[src/rtl/core/ovn_pkg.sv]
`timescale 1ns / 1ps
// ----------------------------------------------------------------------------
// Octave value noise package
// Shared widths, hash constants, the quarter-wave cosine table and the
// structs that pass between the front, the sequencer and the datapath.
// ----------------------------------------------------------------------------
package ovn_pkg;

  localparam int FRAC_BITS   = 16;
  localparam int COS_DEPTH   = 256;
  localparam int MAX_OCTAVES = 8;

  localparam int COORD_W     = 32;
  localparam int OCT_REG_W   = 4;
  localparam int PERS_W      = 17;
  localparam int PERS_FRAC   = 16;
  // Persistence is below 2.0, so the amplitude gains under one bit per octave.
  localparam int AMP_W       = PERS_FRAC + MAX_OCTAVES;
  localparam int NOISE_W     = 18;
  localparam int CFG_ADDR_W  = 1;
  localparam int CFG_DATA_W  = 17;

  localparam int CNT_W   = $clog2(MAX_OCTAVES + 1);
  localparam int O_W     = (MAX_OCTAVES > 1) ? $clog2(MAX_OCTAVES) : 1;
  localparam int P_SH    = $clog2(2 * COS_DEPTH);
  localparam int P_W     = P_SH + 1;
  localparam int CIDX_W  = $clog2(COS_DEPTH + 1);
  localparam int COS_W   = 17;
  localparam int W_W     = 18;
  localparam int LAT_W   = 32;
  localparam int SM_W    = 36;
  localparam int OV_W    = 26;
  localparam int SUM_W   = AMP_W + $clog2(MAX_OCTAVES);
  localparam int DEN_W   = SUM_W + 8;
  localparam int TOT_W   = OV_W + SUM_W;
  localparam int QUO_W   = 18;

  localparam logic [CFG_ADDR_W-1:0] REG_OCTAVES     = 1'd0;
  localparam logic [CFG_ADDR_W-1:0] REG_PERSISTENCE = 1'd1;

  localparam logic [OCT_REG_W-1:0] OCTAVES_RST     = 4'd4;
  localparam logic [PERS_W-1:0]    PERSISTENCE_RST = 17'd32768;
  localparam logic [AMP_W-1:0]     AMP_ONE         = AMP_W'(32'd65536);
  localparam logic [W_W-1:0]       COS_ONE         = 18'd65536;

  localparam logic [31:0] HASH_ROW = 32'd57;
  localparam logic [31:0] HASH_K1  = 32'd15731;
  localparam logic [31:0] HASH_K2  = 32'd789221;
  localparam logic [31:0] HASH_K3  = 32'd1376312589;
  localparam logic [31:0] HASH_MSK = 32'h7FFFFFFF;
  localparam logic signed [31:0] LAT_BIAS = 32'sh40000000;

  localparam longint HALF_PI_Q30 = 64'sd1686629713;
  localparam longint ONE_Q30     = 64'sd1073741824;

  // Series terms stay below 2^32 in magnitude once scaled back to Q30.
  localparam int TAB_DIV_BITS = 36;

  typedef logic [COS_W-1:0] cos_tab_t [0:COS_DEPTH];

  // Q30 product scaled back toward zero.
  function automatic longint trunc_q30(longint v);
    return (v < 0) ? -((-v) >>> 30) : (v >>> 30);
  endfunction

  // Shift and subtract division that truncates toward zero.
  function automatic longint trunc_div(longint num, longint den);
    longint n_mag;
    longint d_mag;
    longint quo;
    longint rem;
    n_mag = (num < 0) ? -num : num;
    d_mag = (den < 0) ? -den : den;
    quo   = 0;
    rem   = 0;
    for (int b = TAB_DIV_BITS - 1; b >= 0; b--) begin
      rem = (rem <<< 1) | ((n_mag >>> b) & 64'sd1);
      quo = quo <<< 1;
      if (rem >= d_mag) begin
        rem = rem - d_mag;
        quo = quo | 64'sd1;
      end
    end
    return ((num < 0) != (den < 0)) ? -quo : quo;
  endfunction

  // Taylor series of cos in Q30 with truncating division, rounded into Q16.
  function automatic cos_tab_t build_cos_tab();
    cos_tab_t tab;
    longint   ang;
    longint   a2;
    longint   term;
    longint   sum;
    for (int k = 0; k <= COS_DEPTH; k++) begin
      ang  = (HALF_PI_Q30 * longint'(k)) >>> $clog2(COS_DEPTH);
      a2   = (ang * ang) >>> 30;
      term = ONE_Q30;
      sum  = term;
      for (int n = 1; n <= 10; n++) begin
        term = -trunc_div(trunc_q30(term * a2), longint'((2 * n - 1) * (2 * n)));
        sum  = sum + term;
      end
      if (sum < 0) begin
        sum = 0;
      end
      tab[k] = COS_W'((sum + 64'sd8192) >>> 14);
    end
    return tab;
  endfunction

  localparam cos_tab_t COS_TAB = build_cos_tab();

  typedef struct packed {
    logic signed [COORD_W-1:0] coord_x;
    logic signed [COORD_W-1:0] coord_y;
    logic [CNT_W-1:0]          count;
  } ovn_item_t;

  typedef struct packed {
    logic             first;
    logic             last;
    logic [AMP_W-1:0] amp;
  } ovn_tag_t;

endpackage

[src/rtl/core/ovn_front.sv]
`timescale 1ns / 1ps
// ----------------------------------------------------------------------------
// Octave value noise front end
// Accepts sample requests, clamps the octave count and queues them for the
// octave sequencer.
// ----------------------------------------------------------------------------
module ovn_front import ovn_pkg::*; #(
  parameter int DEPTH = 4
) (
  input  logic                 clk,
  input  logic                 rst,
  input  logic                 s_tvalid,
  output logic                 s_tready,
  input  logic [63:0]          s_tdata,
  input  logic [OCT_REG_W-1:0] octaves,
  output logic                 item_valid,
  input  logic                 item_ready,
  output ovn_item_t            item
);

  localparam int PTR_W = (DEPTH > 1) ? $clog2(DEPTH) : 1;
  localparam int FILL_W = $clog2(DEPTH + 1);

  ovn_item_t         mem [DEPTH];
  logic [PTR_W-1:0]  wr_ptr;
  logic [PTR_W-1:0]  rd_ptr;
  logic [FILL_W-1:0] fill;
  logic              push;
  logic              pop;
  ovn_item_t         incoming;
  logic [CNT_W-1:0]  count;

  // Zero octaves run as one; anything above the maximum is cut back.
  always_comb begin
    if (octaves == '0) begin
      count = CNT_W'(1);
    end else if (CNT_W'(octaves) > CNT_W'(MAX_OCTAVES)) begin
      count = CNT_W'(MAX_OCTAVES);
    end else begin
      count = CNT_W'(octaves);
    end
  end

  assign incoming.coord_x = s_tdata[31:0];
  assign incoming.coord_y = s_tdata[63:32];
  assign incoming.count   = count;

  assign s_tready   = (fill != FILL_W'(DEPTH));
  assign item_valid = (fill != '0);
  assign item       = mem[rd_ptr];
  assign push       = s_tvalid && s_tready;
  assign pop        = item_valid && item_ready;

  always_ff @(posedge clk) begin
    if (rst) begin
      wr_ptr <= '0;
      rd_ptr <= '0;
      fill   <= '0;
    end else begin
      if (push) begin
        wr_ptr <= (wr_ptr == PTR_W'(DEPTH - 1)) ? '0 : wr_ptr + PTR_W'(1);
      end
      if (pop) begin
        rd_ptr <= (rd_ptr == PTR_W'(DEPTH - 1)) ? '0 : rd_ptr + PTR_W'(1);
      end
      fill <= fill + FILL_W'(push) - FILL_W'(pop);
    end
  end

  always_ff @(posedge clk) begin
    if (push) begin
      mem[wr_ptr] <= incoming;
    end
  end

endmodule

[config.mk]
export PLATFORM = sky130hd
export DESIGN_NAME = ovn_front
export DESIGN_NICKNAME = d
export VERILOG_FILES = /design/src/rtl/core/ovn_pkg.sv /design/src/rtl/core/ovn_front.sv
export SDC_FILE = /design/constraint.sdc
export NUM_CORES = 1
export LEC_CHECK = 0
export BUFFER_PORTS_ARGS = -buffer_cell sky130_fd_sc_hd__buf_2
export CAP_MARGIN = 20
export CORE_MARGIN = 3
export CORE_UTILIZATION = 60
export CTS_CLUSTER_DIAMETER = 100
export DETAILED_ROUTE_END_ITERATION = 8
export PLACE_DENSITY_LB_ADDON = 0.25
export SLEW_MARGIN = 20
export SYNTH_ARGS = -nofsm -noshare
export SYNTH_HDL_FRONTEND = slang
export SYNTH_SLANG_ARGS = --single-unit
[constraint.sdc]
create_clock -name clk -period 8.2 [get_ports clk]
set_clock_uncertainty 0.05 [all_clocks]
set_input_delay 0.82 -clock clk [delete_from_list [all_inputs] [get_ports clk]]
set_output_delay 0.82 -clock clk [all_outputs]
set_load 0.01 [all_outputs]
Word level (Yosys, flattened, before mapping)
Memory sizes are Yosys's and may differ from the RTL's. A register that Yosys moved wholly into a read port is not among the register bits. Cells that the tools add are included.

Register bits after elaboration: 7. Memory bits (writable): 272. Input bits: 72. Memories kept: 1.

Memories: mem (depth 4, width 68, rd ports 1, clocked after memory_dff 1, write ports 1, line ovn_front.sv:24) `ovn_item_t mem [DEPTH];`.

Add/sub/neg operators: 4. Magnitude comparators: 1. Equal/unequal tests: 3. Mux-type cells: 8. Reductions and logical operators: 4.

Operator list (count): $mux W2 (4); $mux W4 (2); $add A2 B1 Y2 const B (2); $eq A2 B2 Y1 const B (2); $gt A4 B4 Y1 const B (1); $logic_not A4 Y1 (1); $add A3 B1 Y3 (1); $ne A3 B3 Y1 const B (1); $reduce_bool A3 Y1 (1); $sub A3 B1 Y3 (1); $logic_and A1 B1 Y1 (2); $mux W1 (2).

Longest topological paths before layout
Depth after elaboration: 4. Gate-level depth with buffers: 11. Depth with buffers taken out: 10.

Least setup slack after synthesis
Ideal clock, no wire load.

Kind: input-to-reg. From: input port s_tvalid. To: memory mem[0][0] (netlist name) (enable). Arrival time: 2.454 ns. Path slack: 5.262 ns. Cell stages on the path: 1. Buffers on the path: 0. Cells stage by stage: and3_1.

Cells in the longest elaborated chain, start to end: 3.

RTL lines: start: declaration (line ovn_front.sv:12) `input logic s_tvalid,`; $logic_and A1 B1 Y1 (line ovn_front.sv:51) `assign push = s_tvalid && s_tready;`; $mux W1 (line ovn_front.sv:71) `if (push) begin`; $mux W1 (implied by the code) (line ovn_front.sv:72) `mem[wr_ptr] <= incoming;`; end: declaration (line ovn_front.sv:24).

No other way between the ends.

==> key figures <==
Timing
  • Worst Tran Pin Value: 1.09 ns
  • RSZ-0062 raised after global routing: false
  • Final period util: 44.8%
  • Slew Viols, Final: 0
  • Setup-failing EPs final: 0
  • Setup ws final: 4.53 ns
  • Upper clock frequency limit: 272 MHz
  • Hold Fails Final Rpt: 0
  • Post-layout min period: 3.67 ns
  • Fin Setup TNS: 0 ns
  • Max_slew headroom: 27.4%

Logic synthesis
  • Post-synthesis sequential area ratio: 81.1%
  • Post-Syn Area: 10300 um2
  • Cell count after synthesis: 411
  • Synth Area per Inst: 25.1 um2
  • Mapped Nets: 491
  • Yosys reg bits: 281
  • Synthesis warning total: 0
  • Netlist cell types: 26

Clocking
  • TritonCTS Buffers: 27
  • Clock Root Buffer: clkbuf_16
  • Max H-tree Level: 1
  • Postcts setup bufs: 0
  • CTS tree: yes
  • # resized after CTS: 0
  • Cts hold-fix bufs: 0
  • Max clock buf depth: 3
  • Clock-pin slew on the worst setup and hold paths: 0.06 ns
  • Worst skew pair latency: 0.50 ns
  • Sink Count: 281

Power
  • Leakage power: 4.15 nW
  • Pwr dens: 322 nW/um2
  • Total power: 3.94 mW
  • Peak VDD IR: 0.000210 V

Route
  • DRC Markers: 0
  • Post-DR wirelength/cell: 21.7 um
  • Pre-antenna DRT Iters: 4
  • Avg Vias per Cell: 5.74
  • DRT Wirelength: 17500 um
  • Antenna Nets Post-Route: 0
  • Vias: 4633
  • DRT iter0 DRCs: 287

Critical path
  • Crit start category: flip-flop
  • Crit Path Class: flip-flop to output port
  • CP max FO: 36
  • Crit. End Element: output port
  • Critical path arrival: 2.80 ns
  • WP data required: 7.33 ns

Layout
  • Fillers: 991
  • Layout area overhead: 18.9%
  • Core Util, Final: 73.3%
  • Multi-input gate area: 1840 um2
  • Register area: 8360 um2
  • Layout cells sized above 1: 45.0%
  • Total Nets Final: 644
  • Most frequent cells in the layout: edfxtp_1, buf_2, mux4_2, clkbuf_16
  • Most common cell after layout, fill and taps aside: edfxtp_1

Floorplan
  • Row cnt: 47
  • Die X: 137 um
  • Initial Util: 61.7%
  • Die Height: 137 um
  • Die area: 18800 um2
  • I/O pin count: 142
  • Core area: 16700 um2

GRT
  • Initial antenna violation count: 3
  • Total track usage: 19.4%
  • GR Overflow Total: 0
  • Vias in the first global route: 4959
  • Global-route wire length before repair: 27300 um
  • Largest net degree at the start of global routing: 69

Min path
  • Hold Crit Class: flip-flop to flip-flop

Placement
  • # port buffers: 141
  • GPL Wtd Cong: 0.737
  • Detailed placement HPWL: 9800 um
  • Pre-CTS setup slack: 4.94 ns

Outcome
  • Status: completed

Job
  • Max-Cap Viols: 0
-- critical path, cell delays in order, from the launching register on --
cell,delay (ns)
dfxtp_4,0.78
buf_4,0.70
mux4_2,0.63
buf_2,0.16
-- cell families (layout without fill, tap and decap cells) --
logic type | after synthesis | count (layout) | synth area share [%]
AOI/OAI and AO/OA | 4 | 4 | 0.292
and+or+nand+nor | 23 | 23 | 1.23
buffers and inverters | 24 | 197 | 1.21
other | 0 | 3 | 0
xor gates and xnor gates | 1 | 1 | 0.0851
adders and majority gates | 8 | 8 | 1.04
DFF | 281 | 281 | 81.1
muxes | 70 | 70 | 15.1
-- where the power goes --
group	switching, mW	internal [mW]
clock	0.484	0.859
combinational	0.368	0.371
sequential	0.0981	1.76
-- worst paths after layout --
kind                  start   endpoint  slack (ns)  depth (start not counted)
setup / recovery  flip-flop   item[34]        4.53                          3
hold / removal    rd_ptr[0]  flip-flop        0.46                          2
setup reg to reg    fill[2]    fill[2]        5.69                         10
hold reg to reg   rd_ptr[0]  flip-flop        0.46                          2
-- routing by layer --
metal	GRT usage, %	part of all wire (%)
met4	6.04	2.3
met2	31.8	52
met3	4.56	7.2
met1	26.6	39
met5	0	0.074
-- cell type report --
class	instances	share of cell area, %
diodes	3	0.0613
clock buffers	34	6.06
clock inverters	15	2.10
inverters	5	0.153
multi-input cells	106	15.1
flip-flops and latches	281	68.3
well taps	220	2.25
repair buffers	143	6.05
-- synthesized netlist by cell type, drive strengths merged --
library cell	number	area, um2
nand2b	2	12.5
or3	3	18.8
fa	1	20.0
and2	1	6.26
a21oi	1	5.00
nor2b	3	18.8
dfxtp	9	180
nand2	2	7.51
a211o	1	8.76
and3	4	26.3
buf	12	78.8
ha	7	87.6
or3b	1	8.76
nor3	1	5.00
o21ai	1	8.76
nor2	6	22.5
mux2i	2	20.0
clkbuf	7	27.5
inv	5	18.8
edfxtp	272	8170
xor2	1	8.76
o31ai	1	7.51
mux4	68	1530
-- flip-flops by register name (all words and copies together), names as in the netlist, named ones only --
signal and count:
wr_ptr 2, fill 3, mem 272, rd_ptr 2
-- per-stage QoR --
step	cells	instance area, um2	hold slack, ns
6_report	807	12200	0.455
5_1_grt	806	12200	0.456
4_1_cts	803	12200	0.447
3_5_place_dp	754	11200	0.460
3_3_place_gp	754	11200	0.435
2_1_floorplan	411	10300	0.413
No activity file was read; power rests on OpenSTA's default activity.
